### config.mk
export PLATFORM = sky130hd
export DESIGN_NAME = nec_ir_pulse_decoder_core
export DESIGN_NICKNAME = d
export VERILOG_FILES = /design/src/sv/nirpd_pkg.sv /design/src/sv/nec_ir_pulse_decoder_core.sv /design/src/sv/nirpd_front.sv /design/src/sv/nirpd_queue.sv /design/src/sv/nirpd_back.sv
export VERILOG_INCLUDE_DIRS = /design/src /design/src/sv
export SDC_FILE = /design/constraint.sdc
export NUM_CORES = 1
export LEC_CHECK = 0
export BUFFER_PORTS_ARGS = -buffer_cell sky130_fd_sc_hd__buf_2
export CORE_ASPECT_RATIO = 1.2
export CORE_UTILIZATION = 50
export CTS_CLUSTER_DIAMETER = 40
export DETAILED_ROUTE_END_ITERATION = 8
export PLACE_DENSITY = 0.79
export SKIP_LAST_GASP = 1
export SYNTH_ARGS = -nofsm -noshare
export SYNTH_HDL_FRONTEND = slang
export SYNTH_HIERARCHICAL = 1
export SYNTH_SLANG_ARGS = --single-unit
### constraint.sdc
create_clock -name clk -period 2.4 [get_ports clk]
set_input_delay 0.12 -clock clk [delete_from_list [all_inputs] [get_ports clk]]
set_output_delay 0.12 -clock clk [all_outputs]
set_load 0.005 [all_outputs]
### src/sv/nec_ir_pulse_decoder_core_macros.svh
// ----------------------------------------------------------------------------
// nec ir pulse decoder assertion macros
// concurrent assertion helpers, empty when synthesized
// ----------------------------------------------------------------------------
`ifndef NEC_IR_PULSE_DECODER_CORE_MACROS_SVH
`define NEC_IR_PULSE_DECODER_CORE_MACROS_SVH

`ifndef SYNTHESIS
`define ASSERT_IMPLY(label, clk, rst, ante, cons) \
  label: assert property (@(posedge clk) disable iff (rst) (ante) |-> (cons)) \
    else $error("assertion failed: same-cycle implication");
`define ASSERT_NEXT(label, clk, rst, ante, cons) \
  label: assert property (@(posedge clk) disable iff (rst) (ante) |=> (cons)) \
    else $error("assertion failed: next-cycle implication");
`else
`define ASSERT_IMPLY(label, clk, rst, ante, cons)
`define ASSERT_NEXT(label, clk, rst, ante, cons)
`endif

`endif

### src/sv/nirpd_pkg.sv
`timescale 1ns / 1ps
// ----------------------------------------------------------------------------
// nirpd_pkg
// shared types and constants of the nec ir pulse decoder
// ----------------------------------------------------------------------------
package nirpd_pkg;

  localparam int OP_W      = 2;
  localparam int TIME_W    = 14;
  localparam int BYTE_W    = 8;
  localparam int OVF_W     = 4;
  localparam int FRAME_W   = 32;
  localparam int IN_DATA_W = 16;
  localparam int OUT_DATA_W = 24;

  localparam int QUEUE_DEPTH_DEFAULT = 2;

  // pulse windows in microseconds, exclusive at both ends
  localparam logic [TIME_W-1:0] BIT0_LO   = 14'd300;
  localparam logic [TIME_W-1:0] BIT0_HI   = 14'd800;
  localparam logic [TIME_W-1:0] BIT1_LO   = 14'd1400;
  localparam logic [TIME_W-1:0] BIT1_HI   = 14'd1800;
  localparam logic [TIME_W-1:0] REPEAT_LO = 14'd2200;
  localparam logic [TIME_W-1:0] REPEAT_HI = 14'd2600;
  localparam logic [TIME_W-1:0] LEADER_LO = 14'd4200;
  localparam logic [TIME_W-1:0] LEADER_HI = 14'd4700;

  localparam logic [OVF_W-1:0] OVF_LIMIT = 4'd14;

  typedef enum logic [OP_W-1:0] {
    OP_RISE = 2'd0,
    OP_FALL = 2'd1,
    OP_OVF  = 2'd2,
    OP_SCAN = 2'd3
  } op_t;

  typedef enum logic [2:0] {
    PULSE_NONE,
    PULSE_BIT0,
    PULSE_BIT1,
    PULSE_REPEAT,
    PULSE_LEADER
  } pulse_t;

  typedef struct packed {
    op_t    op;
    pulse_t pulse;
  } event_t;

  function automatic pulse_t classify(input logic [TIME_W-1:0] t);
    pulse_t p;
    p = PULSE_NONE;
    if (t > BIT0_LO && t < BIT0_HI) begin
      p = PULSE_BIT0;
    end else if (t > BIT1_LO && t < BIT1_HI) begin
      p = PULSE_BIT1;
    end else if (t > REPEAT_LO && t < REPEAT_HI) begin
      p = PULSE_REPEAT;
    end else if (t > LEADER_LO && t < LEADER_HI) begin
      p = PULSE_LEADER;
    end
    return p;
  endfunction

endpackage

### src/sv/nec_ir_pulse_decoder_core.sv
`timescale 1ns / 1ps
// ----------------------------------------------------------------------------
// nec_ir_pulse_decoder_core
// nec infrared remote receiver: pulse classification and frame checking
// ----------------------------------------------------------------------------
// usage:
//   s_* carries one event per transfer: tuser is the operation (rising edge,
//   falling edge, overflow tick, scan), tdata the measured high time in us.
//   m_* returns exactly one result per event: key code (nonzero only for a
//   scan of a valid frame), repeat count and the leader flag after the event.
//   cfg_* writes the expected remote address byte; cfg_ready is always high.
//   a result passes the event queue register and then the result register
//   before it is valid at m_*.
//   throughput: one event per cycle while m_tready stays high, set by the
//   state update in the back end.
//   when m_tready is low the result register holds, the queue fills and
//   s_tready drops once it is full; no event is lost.
//   reset clears all receiver state, the address register and the queue.
// ----------------------------------------------------------------------------
module nec_ir_pulse_decoder_core import nirpd_pkg::*; #(
  parameter int QUEUE_DEPTH = QUEUE_DEPTH_DEFAULT
) (
  input  logic                  clk,
  input  logic                  rst,
  input  logic                  s_tvalid,
  output logic                  s_tready,
  input  logic [IN_DATA_W-1:0]  s_tdata,   // [13:0] high_time, [15:14] zero
  input  logic [OP_W-1:0]       s_tuser,   // [1:0] operation
  output logic                  m_tvalid,
  input  logic                  m_tready,
  output logic [OUT_DATA_W-1:0] m_tdata,   // [7:0] key_code, [15:8] repeat_count,
                                           // [16] leader_seen, [23:17] zero
  input  logic                  cfg_valid,
  output logic                  cfg_ready,
  input  logic [BYTE_W-1:0]     cfg_data   // [7:0] remote_address
);

  logic   push_valid;
  logic   push_ready;
  event_t push_event;
  logic   pop_valid;
  logic   pop_ready;
  event_t pop_event;

  assign cfg_ready = 1'b1;

  nirpd_front u_front (
    .s_tvalid  (s_tvalid),
    .s_tready  (s_tready),
    .s_tdata   (s_tdata),
    .s_tuser   (s_tuser),
    .push_valid(push_valid),
    .push_ready(push_ready),
    .push_event(push_event)
  );

  nirpd_queue #(
    .DEPTH(QUEUE_DEPTH)
  ) u_queue (
    .clk      (clk),
    .rst      (rst),
    .in_valid (push_valid),
    .in_ready (push_ready),
    .in_event (push_event),
    .out_valid(pop_valid),
    .out_ready(pop_ready),
    .out_event(pop_event)
  );

  nirpd_back u_back (
    .clk      (clk),
    .rst      (rst),
    .cfg_valid(cfg_valid),
    .cfg_data (cfg_data),
    .in_valid (pop_valid),
    .in_ready (pop_ready),
    .in_event (pop_event),
    .m_tvalid (m_tvalid),
    .m_tready (m_tready),
    .m_tdata  (m_tdata)
  );

endmodule

### src/sv/nirpd_front.sv
`timescale 1ns / 1ps
// ----------------------------------------------------------------------------
// nirpd_front
// accepts input events and classifies the pulse high time
// ----------------------------------------------------------------------------
module nirpd_front import nirpd_pkg::*; (
  input  logic                 s_tvalid,
  output logic                 s_tready,
  input  logic [IN_DATA_W-1:0] s_tdata,   // [13:0] high_time, [15:14] zero
  input  logic [OP_W-1:0]      s_tuser,   // [1:0] operation
  output logic                 push_valid,
  input  logic                 push_ready,
  output event_t               push_event
);

  assign s_tready   = push_ready;
  assign push_valid = s_tvalid;

  always_comb begin
    push_event.op    = op_t'(s_tuser);
    push_event.pulse = classify(s_tdata[TIME_W-1:0]);
  end

endmodule

### src/sv/nirpd_queue.sv
`timescale 1ns / 1ps
// ----------------------------------------------------------------------------
// nirpd_queue
// short register queue of classified events between front and back
// ----------------------------------------------------------------------------
`include "nec_ir_pulse_decoder_core_macros.svh"

module nirpd_queue import nirpd_pkg::*; #(
  parameter int DEPTH = QUEUE_DEPTH_DEFAULT
) (
  input  logic   clk,
  input  logic   rst,
  input  logic   in_valid,
  output logic   in_ready,
  input  event_t in_event,
  output logic   out_valid,
  input  logic   out_ready,
  output event_t out_event
);

  localparam int IDX_W = (DEPTH > 1) ? $clog2(DEPTH) : 1;
  localparam int CNT_W = $clog2(DEPTH + 1);

  event_t             entries [DEPTH];
  logic [IDX_W-1:0]   wr_ptr;
  logic [IDX_W-1:0]   rd_ptr;
  logic [CNT_W-1:0]   count;
  logic               push;
  logic               pop;

  assign in_ready  = (count != CNT_W'(DEPTH));
  assign out_valid = (count != '0);
  assign out_event = entries[rd_ptr];
  assign push      = in_valid && in_ready;
  assign pop       = out_valid && out_ready;

  always_ff @(posedge clk) begin
    if (push) begin
      entries[wr_ptr] <= in_event;
    end
  end

  always_ff @(posedge clk) begin
    if (rst) begin
      wr_ptr <= '0;
      rd_ptr <= '0;
      count  <= '0;
    end else begin
      if (push) begin
        wr_ptr <= (wr_ptr == IDX_W'(DEPTH - 1)) ? '0 : wr_ptr + 1'b1;
      end
      if (pop) begin
        rd_ptr <= (rd_ptr == IDX_W'(DEPTH - 1)) ? '0 : rd_ptr + 1'b1;
      end
      case ({push, pop})
        2'b10:   count <= count + 1'b1;
        2'b01:   count <= count - 1'b1;
        default: count <= count;
      endcase
    end
  end

  `ASSERT_IMPLY(a_count_bound, clk, rst, 1'b1, count <= CNT_W'(DEPTH))
  `ASSERT_NEXT(a_count_up, clk, rst, push && !pop, count == CNT_W'($past(count) + 1'b1))
  `ASSERT_NEXT(a_count_down, clk, rst, pop && !push, count == CNT_W'($past(count) - 1'b1))

endmodule

### src/sv/nirpd_back.sv
`timescale 1ns / 1ps
// ----------------------------------------------------------------------------
// nirpd_back
// receiver state update and registered result stage
// ----------------------------------------------------------------------------
`include "nec_ir_pulse_decoder_core_macros.svh"

module nirpd_back import nirpd_pkg::*; (
  input  logic                  clk,
  input  logic                  rst,
  input  logic                  cfg_valid,
  input  logic [BYTE_W-1:0]     cfg_data,
  input  logic                  in_valid,
  output logic                  in_ready,
  input  event_t                in_event,
  output logic                  m_tvalid,
  input  logic                  m_tready,
  output logic [OUT_DATA_W-1:0] m_tdata  // [7:0] key_code, [15:8] repeat_count,
                                          // [16] leader_seen, [23:17] zero
);

  logic [BYTE_W-1:0]  remote_address;
  logic               leader_flag;
  logic               key_ready_flag;
  logic               edge_captured_flag;
  logic [OVF_W-1:0]   overflow_count;
  logic [FRAME_W-1:0] frame_shift;
  logic [BYTE_W-1:0]  repeats;
  logic [BYTE_W-1:0]  key_code;

  logic               leader_flag_next;
  logic               key_ready_flag_next;
  logic               edge_captured_flag_next;
  logic [OVF_W-1:0]   overflow_count_next;
  logic [FRAME_W-1:0] frame_shift_next;
  logic [BYTE_W-1:0]  repeats_next;
  logic [BYTE_W-1:0]  key_code_next;

  logic               take;
  logic [BYTE_W-1:0]  addr_byte;
  logic [BYTE_W-1:0]  addr_inv;
  logic [BYTE_W-1:0]  cmd_byte;
  logic [BYTE_W-1:0]  cmd_inv;
  logic               frame_ok;

  // the result register frees whenever its transfer completes
  assign in_ready = !m_tvalid || m_tready;
  assign take     = in_valid && in_ready;

  assign addr_byte = frame_shift[31:24];
  assign addr_inv  = frame_shift[23:16];
  assign cmd_byte  = frame_shift[15:8];
  assign cmd_inv   = frame_shift[7:0];
  assign frame_ok  = (addr_byte == ~addr_inv) && (addr_byte == remote_address)
                     && (cmd_byte == ~cmd_inv);

  always_comb begin
    leader_flag_next        = leader_flag;
    key_ready_flag_next     = key_ready_flag;
    edge_captured_flag_next = edge_captured_flag;
    overflow_count_next     = overflow_count;
    frame_shift_next        = frame_shift;
    repeats_next            = repeats;
    key_code_next           = '0;
    case (in_event.op)
      OP_RISE: begin
        edge_captured_flag_next = 1'b1;
      end
      OP_FALL: begin
        edge_captured_flag_next = 1'b0;
        if (edge_captured_flag) begin
          if (leader_flag) begin
            case (in_event.pulse)
              PULSE_BIT0:   frame_shift_next = {frame_shift[FRAME_W-2:0], 1'b0};
              PULSE_BIT1:   frame_shift_next = {frame_shift[FRAME_W-2:0], 1'b1};
              PULSE_REPEAT: begin
                repeats_next        = repeats + 1'b1;
                overflow_count_next = '0;
              end
              default: ;
            endcase
          end else if (in_event.pulse == PULSE_LEADER) begin
            leader_flag_next = 1'b1;
            repeats_next     = '0;
          end
        end
      end
      OP_OVF: begin
        if (leader_flag) begin
          edge_captured_flag_next = 1'b0;
          if (overflow_count == '0) begin
            key_ready_flag_next = 1'b1;
          end
          if (overflow_count < OVF_LIMIT) begin
            overflow_count_next = overflow_count + 1'b1;
          end else begin
            leader_flag_next    = 1'b0;
            overflow_count_next = '0;
          end
        end
      end
      OP_SCAN: begin
        if (key_ready_flag) begin
          key_code_next = frame_ok ? cmd_byte : '0;
          // a zero command reads the same as a failed check
          if (!frame_ok || cmd_byte == '0 || !leader_flag) begin
            key_ready_flag_next = 1'b0;
            repeats_next        = '0;
          end
        end
      end
      default: ;
    endcase
  end

  always_ff @(posedge clk) begin
    if (rst) begin
      remote_address     <= '0;
      leader_flag        <= 1'b0;
      key_ready_flag     <= 1'b0;
      edge_captured_flag <= 1'b0;
      overflow_count     <= '0;
      frame_shift        <= '0;
      repeats            <= '0;
      m_tvalid           <= 1'b0;
    end else begin
      if (cfg_valid) begin
        remote_address <= cfg_data;
      end
      if (take) begin
        leader_flag        <= leader_flag_next;
        key_ready_flag     <= key_ready_flag_next;
        edge_captured_flag <= edge_captured_flag_next;
        overflow_count     <= overflow_count_next;
        frame_shift        <= frame_shift_next;
        repeats            <= repeats_next;
        m_tvalid           <= 1'b1;
      end else if (m_tready) begin
        m_tvalid <= 1'b0;
      end
    end
  end

  always_ff @(posedge clk) begin
    if (take) begin
      key_code <= key_code_next;
    end
  end

  assign m_tdata = {7'd0, leader_flag, repeats, key_code};

  `ASSERT_IMPLY(a_ovf_idle, clk, rst, !leader_flag, overflow_count == '0)
  `ASSERT_IMPLY(a_ovf_limit, clk, rst, 1'b1, overflow_count <= OVF_LIMIT)
  `ASSERT_NEXT(a_scan_not_ready, clk, rst, take && in_event.op == OP_SCAN && !key_ready_flag, key_code == '0 && repeats == $past(repeats))

endmodule

==> reports/results.ini, run 1 <==
[timing]
fin_tns_setup_ns=0
min_period_over_period=0.980
tightest_slew_ns=0.582
fmax_ghz=0.425
setup_viol=0
fin_skew_ns=0.0125
rsz0062_at_grt=false
slew_headroom=0.612
whs_ns=0.0115
final_max_slew_viol_count=0
fin_crit_ns=2.35
finalHoldViolCount=0

[clock_network]
path_clk_slew_ns=0.08
cts_setup_buffers=0
cts_tree=done
cts_buffers=9
clock_path_buffers=2
cts-root-buf=clkbuf_8
cts.sinks=79
clk_latency_ns=0.35
htree_levels=3

[logic_synthesis]
yosys_register_bits=79
syn_inst=440
synth.top_cell.area_share=0.311
yosysSeqAreaShare=0.448
yosys-top-cells-count=nand2_1 (76), dfxtp_1 (61), a21oi_1 (46)
yosys.area.top_type=dfxtp_1
yosys.cell_count.top_type=nand2_1
synth_edf_count=18
syn_area_per_cell_um2=8.93
yosysWarningCount=6
synth_area_um2=3930
synth_flop_cell=dfxtp_1
yosysUniqueCellTypes=59
netlist_top_cells_area=dfxtp_1 (31%), edfxtp_1 (14%), nand2_1 (7.3%)
synthArstFlopShare=0

[min_path]
whs_endpoint=u_back/remote_address[2]
min_path_type=input pin to register
whs_path_depth=3
min_from=cfg_data[2]

[power]
ir_drop_mv=0.440
p_total_w=0.00356
p_per_area_nw_per_um2=792
power.leakage_nw=1.77

[critical_path]
crit_chain=mux2_2 -> ha_1 -> a211o_1 -> or3b_4 -> or3_1 -> a21oi_1
worst_ep_required_time_ns=2.66
cp_max_fo=6
crit_path_top_delay_cell=or3b_4
r2r_setup_slack_ns=0.05
arrival_ns=2.61
crit_path_start_kind=register
r2r_end=u_back/overflow_count[3]
path_class=register to register
cp-end-kind=register
r2r_cells=6
cpPeakStageDelay_ns=0.42

[routing]
drc=0
dr.pass1.iters=4
drt_iter0_drc=233
postRouteAntennaNets=0
wl_per_cell_um=14.2
viasPerCell=5.73
vias=3348
wirelength_mm=8.29

[floorplan]
die_width_um=82.9
io_pins=58
rows=35
core_area_um2=7660
start_util=0.513
dieHeight_um=99.1
dieArea_um2=8220

[global_routing]
grt_pass1_wl_mm=13.9
antenna_found_initial=0
grt_overflow=0
grt_use_total=0.208
grt_max_degree=33
grt_pass1_vias=3128

[placed_design]
post-dp-hpwl_mm=5.72
finalWeightedCongestion=0.868
io_buffers=47
dp_cells=565

[final_layout]
fillCellCount=648
layout.nets=525
final_cells=584
drive_above_1_share=0.175
syn2layout_area_growth_pct=14.4
antennaDiodeCount=0

[run_status]
outcome=completed

[job]
cap_violations=0

## through the flow
stage	utilization	setup slack, ns	cell area (um2)
after floorplan	-	0.0637	3950
after global placement	0.552	0.109	4230
after detailed placement	0.552	0.0484	4230
after CTS	0.587	0.0539	4500
after global routing	0.587	0.0197	4500
final	0.587	0.0488	4500
## cells by family (layout without fill, tap and decap cells)
group | Yosys count | in the layout | synth area share
AND/OR/NAND/NOR | 182 | 182 | 0.239
AO/OA/AOI/OAI | 95 | 95 | 0.152
flip-flops | 79 | 79 | 0.448
buffers and inverters | 40 | 86 | 0.0509
XOR/XNOR | 18 | 18 | 0.0401
multiplexers | 17 | 17 | 0.0452
adder cells (fa/ha/maj) | 7 | 7 | 0.0223
other | 2 | 8 | 0.00191
## metal layers
layer,track usage,share of wire,vias to the layer above
li1,-,-,1637
met1,0.239,0.41,1594
met2,0.371,0.53,102
met3,0.0299,0.044,15
met4,0.114,0.021,0
met5,0,0,-
## worst max path at each step
stage | end | slack, ns | cells past startpoint
global placement | u_back/overflow_count[3] | 0.11 | 6
global route | u_back/overflow_count[3] | 0.02 | 6
floorplan | u_back/overflow_count[3] | 0.06 | 7
detailed placement | u_back/overflow_count[3] | 0.05 | 6
CTS | u_back/overflow_count[3] | 0.05 | 6
finish | u_back/overflow_count[3] | 0.05 | 6
## layout make-up
cell class	count	area, um2	area share
Clock buffer	11	153	0.0339
Clock inverter	5	78.8	0.0175
Inverter	12	45.0	0.0100
Tap cell	92	115	0.0256
Sequential cell	79	1770	0.392
Timing Repair Buffer	58	350	0.0779
Multi-Input combinational cell	327	1990	0.443
## power by group
group / total (W) / leakage (nW) / internal (W) / switching, W
combinational: 0.000853 / 0.983 / 0.000372 / 0.000481
sequential: 0.00160 / 0.669 / 0.00152 / 0.0000784
clock: 0.00111 / 0.118 / 0.000647 / 0.000464
## cell usage in the layout, fill, tap and decap left out, types with 6 or more instances in the layout
master     n
ha_1       7
buf_2     47
edfxtp_1  18
a21oi_1   46
nor2_1    26
conb_1     8
mux2_2     6
o211ai_1   6
buf_4      6
nand4_1   11
nand2_1   76
and2_1     9
o21ai_0   11
dfxtp_1   60
nor3b_1    6
inv_1     11
xor2_1    13
mux2i_1   11
clkbuf_8   9
nand3_1    9
## worst max-delay path: cells and delay by family (launching register included)
family,cells,cell delay (ns)
AO/OA/AOI/OAI,2,0.52
adder cells (fa/ha/maj),1,0.20
AND/OR/NAND/NOR,2,0.81
flip-flops,1,0.38
multiplexers,1,0.36
## what timing repair did
| item | CTS | global route |
|---|---|---|
| setup endpoints to repair | 1 | 1 |
| gates resized for setup | 1 | 1 |
| hold buffers | 3 | 0 |
| hold endpoints to repair | 5 | 0 |
## sequential cells by signal (all words and copies together), names as in the netlist, named ones only
| name | cells |
|---|---|
| u_queue/count | 2 |
| u_back/edge_captured_flag | 1 |
| u_queue/rd_ptr | 1 |
| u_back/remote_address | 8 |
| u_back/key_code | 8 |
| u_back/m_tvalid | 1 |
| u_back/leader_flag | 1 |
| u_queue/entries | 10 |
| u_queue/wr_ptr | 1 |
| u_back/overflow_count | 4 |
| u_back/key_ready_flag | 1 |
| u_back/frame_shift | 32 |
| u_back/repeats | 8 |
No activity file was read; power rests on OpenSTA's default activity.
==> run 2: changes to the inputs <==
PLACE_DENSITY = 0.76   (was 0.79)
SKIP_LAST_GASP = unset   (was 1)
clock period = 2.41 ns   (was 2.4 ns; I/O delays follow)
==> run 2 against run 1 <==
  * Count of clock-buffer cells in the layout increased by 1
  * Via count decreased by 2.9%
  * Clock skew decreased by 0.0037 ns
  * Flip-flop and latch count unchanged
  * Hold slack got worse by 0.0025 ns
  * Sequential share of layout area increased by 0.12 points
  * Setup slack improved by 0.068 ns
  * Maximum frequency increased by 2.5%
  * Largest cell class unchanged
  * Final area decreased by 0.44%
  * Die area unchanged
==> reports/results.ini, run 2 (same netlist as run 1, synthesis figures left out) <==
[clock_network]
cts-root-buf=clkbuf_8
cts_buffers=9  ; unchanged
cts.sinks=79  ; unchanged
clk_latency_ns=0.35  ; about the same
htree_levels=3  ; unchanged
cts_tree=done
path_clk_slew_ns=0.08  ; about the same
cts_setup_buffers=0  ; unchanged
clock_path_buffers=2  ; unchanged

[global_routing]
grt_pass1_wl_mm=13.5  ; -2.8%
antenna_found_initial=0  ; unchanged
grt_max_degree=37  ; +12%
grt_use_total=0.201  ; -0.00607
grt_overflow=0  ; unchanged
grt_pass1_vias=3026  ; -3.3%

[final_layout]
mostFrequentLayoutCell=nand2_1
syn2layout_area_growth_pct=13.9
reg.largest.list=u_back/frame_shift: 32 flops, u_queue/entries: 10 flops
top_register=u_back/frame_shift
drive_above_1_share=0.172  ; -0.00308
largest_reg_flops=32  ; unchanged
layout.nets=528  ; +0.57%
antennaDiodeCount=0  ; unchanged
mostFrequentLayoutCells=nand2_1 (76), dfxtp_1 (60), buf_2 (47)

[routing]
drc=0  ; unchanged
viasPerCell=5.54  ; -3.4%
dr.pass1.iters=4  ; unchanged
wirelength_mm=7.97  ; -3.8%
postRouteAntennaNets=0  ; unchanged
wl_per_cell_um=13.6  ; -4.3%
drt_iter0_drc=204  ; -12%
vias=3252  ; -2.9%

[floorplan]
dieArea_um2=8220  ; unchanged
die_width_um=82.9  ; unchanged
core_area_um2=7660  ; unchanged
io_pins=58  ; unchanged
start_util=0.513  ; unchanged
rows=35  ; unchanged
dieHeight_um=99.1  ; unchanged

[power]
ir_drop_mv=0.496  ; +13%
p_total_w=0.00334  ; -6.2%
p_per_area_nw_per_um2=746  ; -5.8%
power.leakage_nw=1.76  ; -0.80%

[critical_path]
r2r_setup_slack_ns=0.12  ; +0.07 ns
worst_ep_required_time_ns=2.68  ; +0.02 ns
crit_path_start_kind=register
arrival_ns=2.57  ; -0.04 ns
cp_max_fo=6  ; unchanged
cp-end-kind=register
path_class=register to register

[job]
cap_violations=0  ; unchanged

[timing]
finalHoldViolCount=0  ; unchanged
tightest_slew_ns=0.658  ; +0.0762 ns
min_period_over_period=0.952  ; -0.0280
fin_skew_ns=0.00879  ; -0.00373 ns
slew_headroom=0.561  ; -0.0508
fin_tns_setup_ns=0  ; unchanged
rsz0062_at_grt=false
fmax_ghz=0.436  ; +2.5%
final_max_slew_viol_count=0  ; unchanged
setup_viol=0  ; unchanged
fin_crit_ns=2.29  ; -0.0577 ns

[placed_design]
post-dp-hpwl_mm=5.63  ; -1.5%
io_buffers=47  ; unchanged
finalWeightedCongestion=0.854  ; -1.6%

[min_path]
min_path_type=input pin to register

[run_status]
outcome=completed

## run 2: cell types whose count changed in the layout (fill, tap and decap cells not counted)
cell | previous run | this run
clkinvlp_4 | 0 | 1
clkinv_2 | 2 | 1
clkbuf_1 | 1 | 2
bufinv_16 | 2 | 0
dlygate4sd3_1 | 3 | 6
dfxtp_4 | 1 | 0
dfxtp_2 | 0 | 1
inv_4 | 0 | 1
## run 2: final timing paths
kind / startpoint / end / cells after the start
worst max-delay path: register / u_back/overflow_count[3] / 6
worst min-delay path: cfg_data[6] / u_back/remote_address[6] / 3
worst max register to register: register / u_back/overflow_count[3] / 6
worst min register to register: u_back/frame_shift[21] / u_back/frame_shift[22] / 2
## run 2: cell type report
class,count,area [um2]
inverter,12,45.0
tap,92,115
fill,656,3180
multi-input combinational,327,1990
clock inverter,4,27.5
clock buffer,12,156
timing repair buffer,61,380
sequential,79,1760
## run 2: through the flow
stage | util | instances | hold slack [ns] | setup slack [ns] | area (um2)
6_report | 0.584 | 587 | 0.00906 | 0.117 | 4480
5_1_grt | 0.584 | 587 | 0.00978 | 0.00255 | 4480
4_1_cts | 0.584 | 587 | 0.00475 | 0.0325 | 4480
3_5_place_dp | 0.552 | 565 | 0.319 | 0.0628 | 4230
3_3_place_gp | 0.552 | 565 | 0.312 | 0.119 | 4230
2_1_floorplan | - | 446 | 0.190 | 0.0737 | 3950
## run 2: worst max-delay path, cell delays in order, from the launching register on
cell     delay (ns)
dfxtp_2        0.39
mux2_2         0.37
ha_1           0.20
a211o_1        0.34
or3b_4         0.42
or3_1          0.38
a21oi_1        0.12
## run 2: power by group
group          total (W)  switching (W)  internal (W)
clock           0.000912       0.000473      0.000438
combinational   0.000841       0.000469      0.000372
sequential       0.00159      0.0000768       0.00151
total            0.00334        0.00102       0.00232
## run 2: layer usage
| metal | part of all wire | routed length [um] | GRT usage | vias to the layer above |
|---|---|---|---|---|
| met5 | 0 | 0 | 0 | - |
| met4 | 0.014 | 113 | 0.0743 | 0 |
| met3 | 0.032 | 255 | 0.0448 | 11 |
| met2 | 0.52 | 4150 | 0.356 | 71 |
| met1 | 0.43 | 3450 | 0.240 | 1521 |
| li1 | - | - | - | 1649 |
## run 2: timing repair
action / 4_1_cts / 5_1_grt
hold buffers: 6 / 0
gates resized for setup: 0 / 1
endpoints found under the hold margin: 8 / 0
setup endpoints to repair: 0 / 24
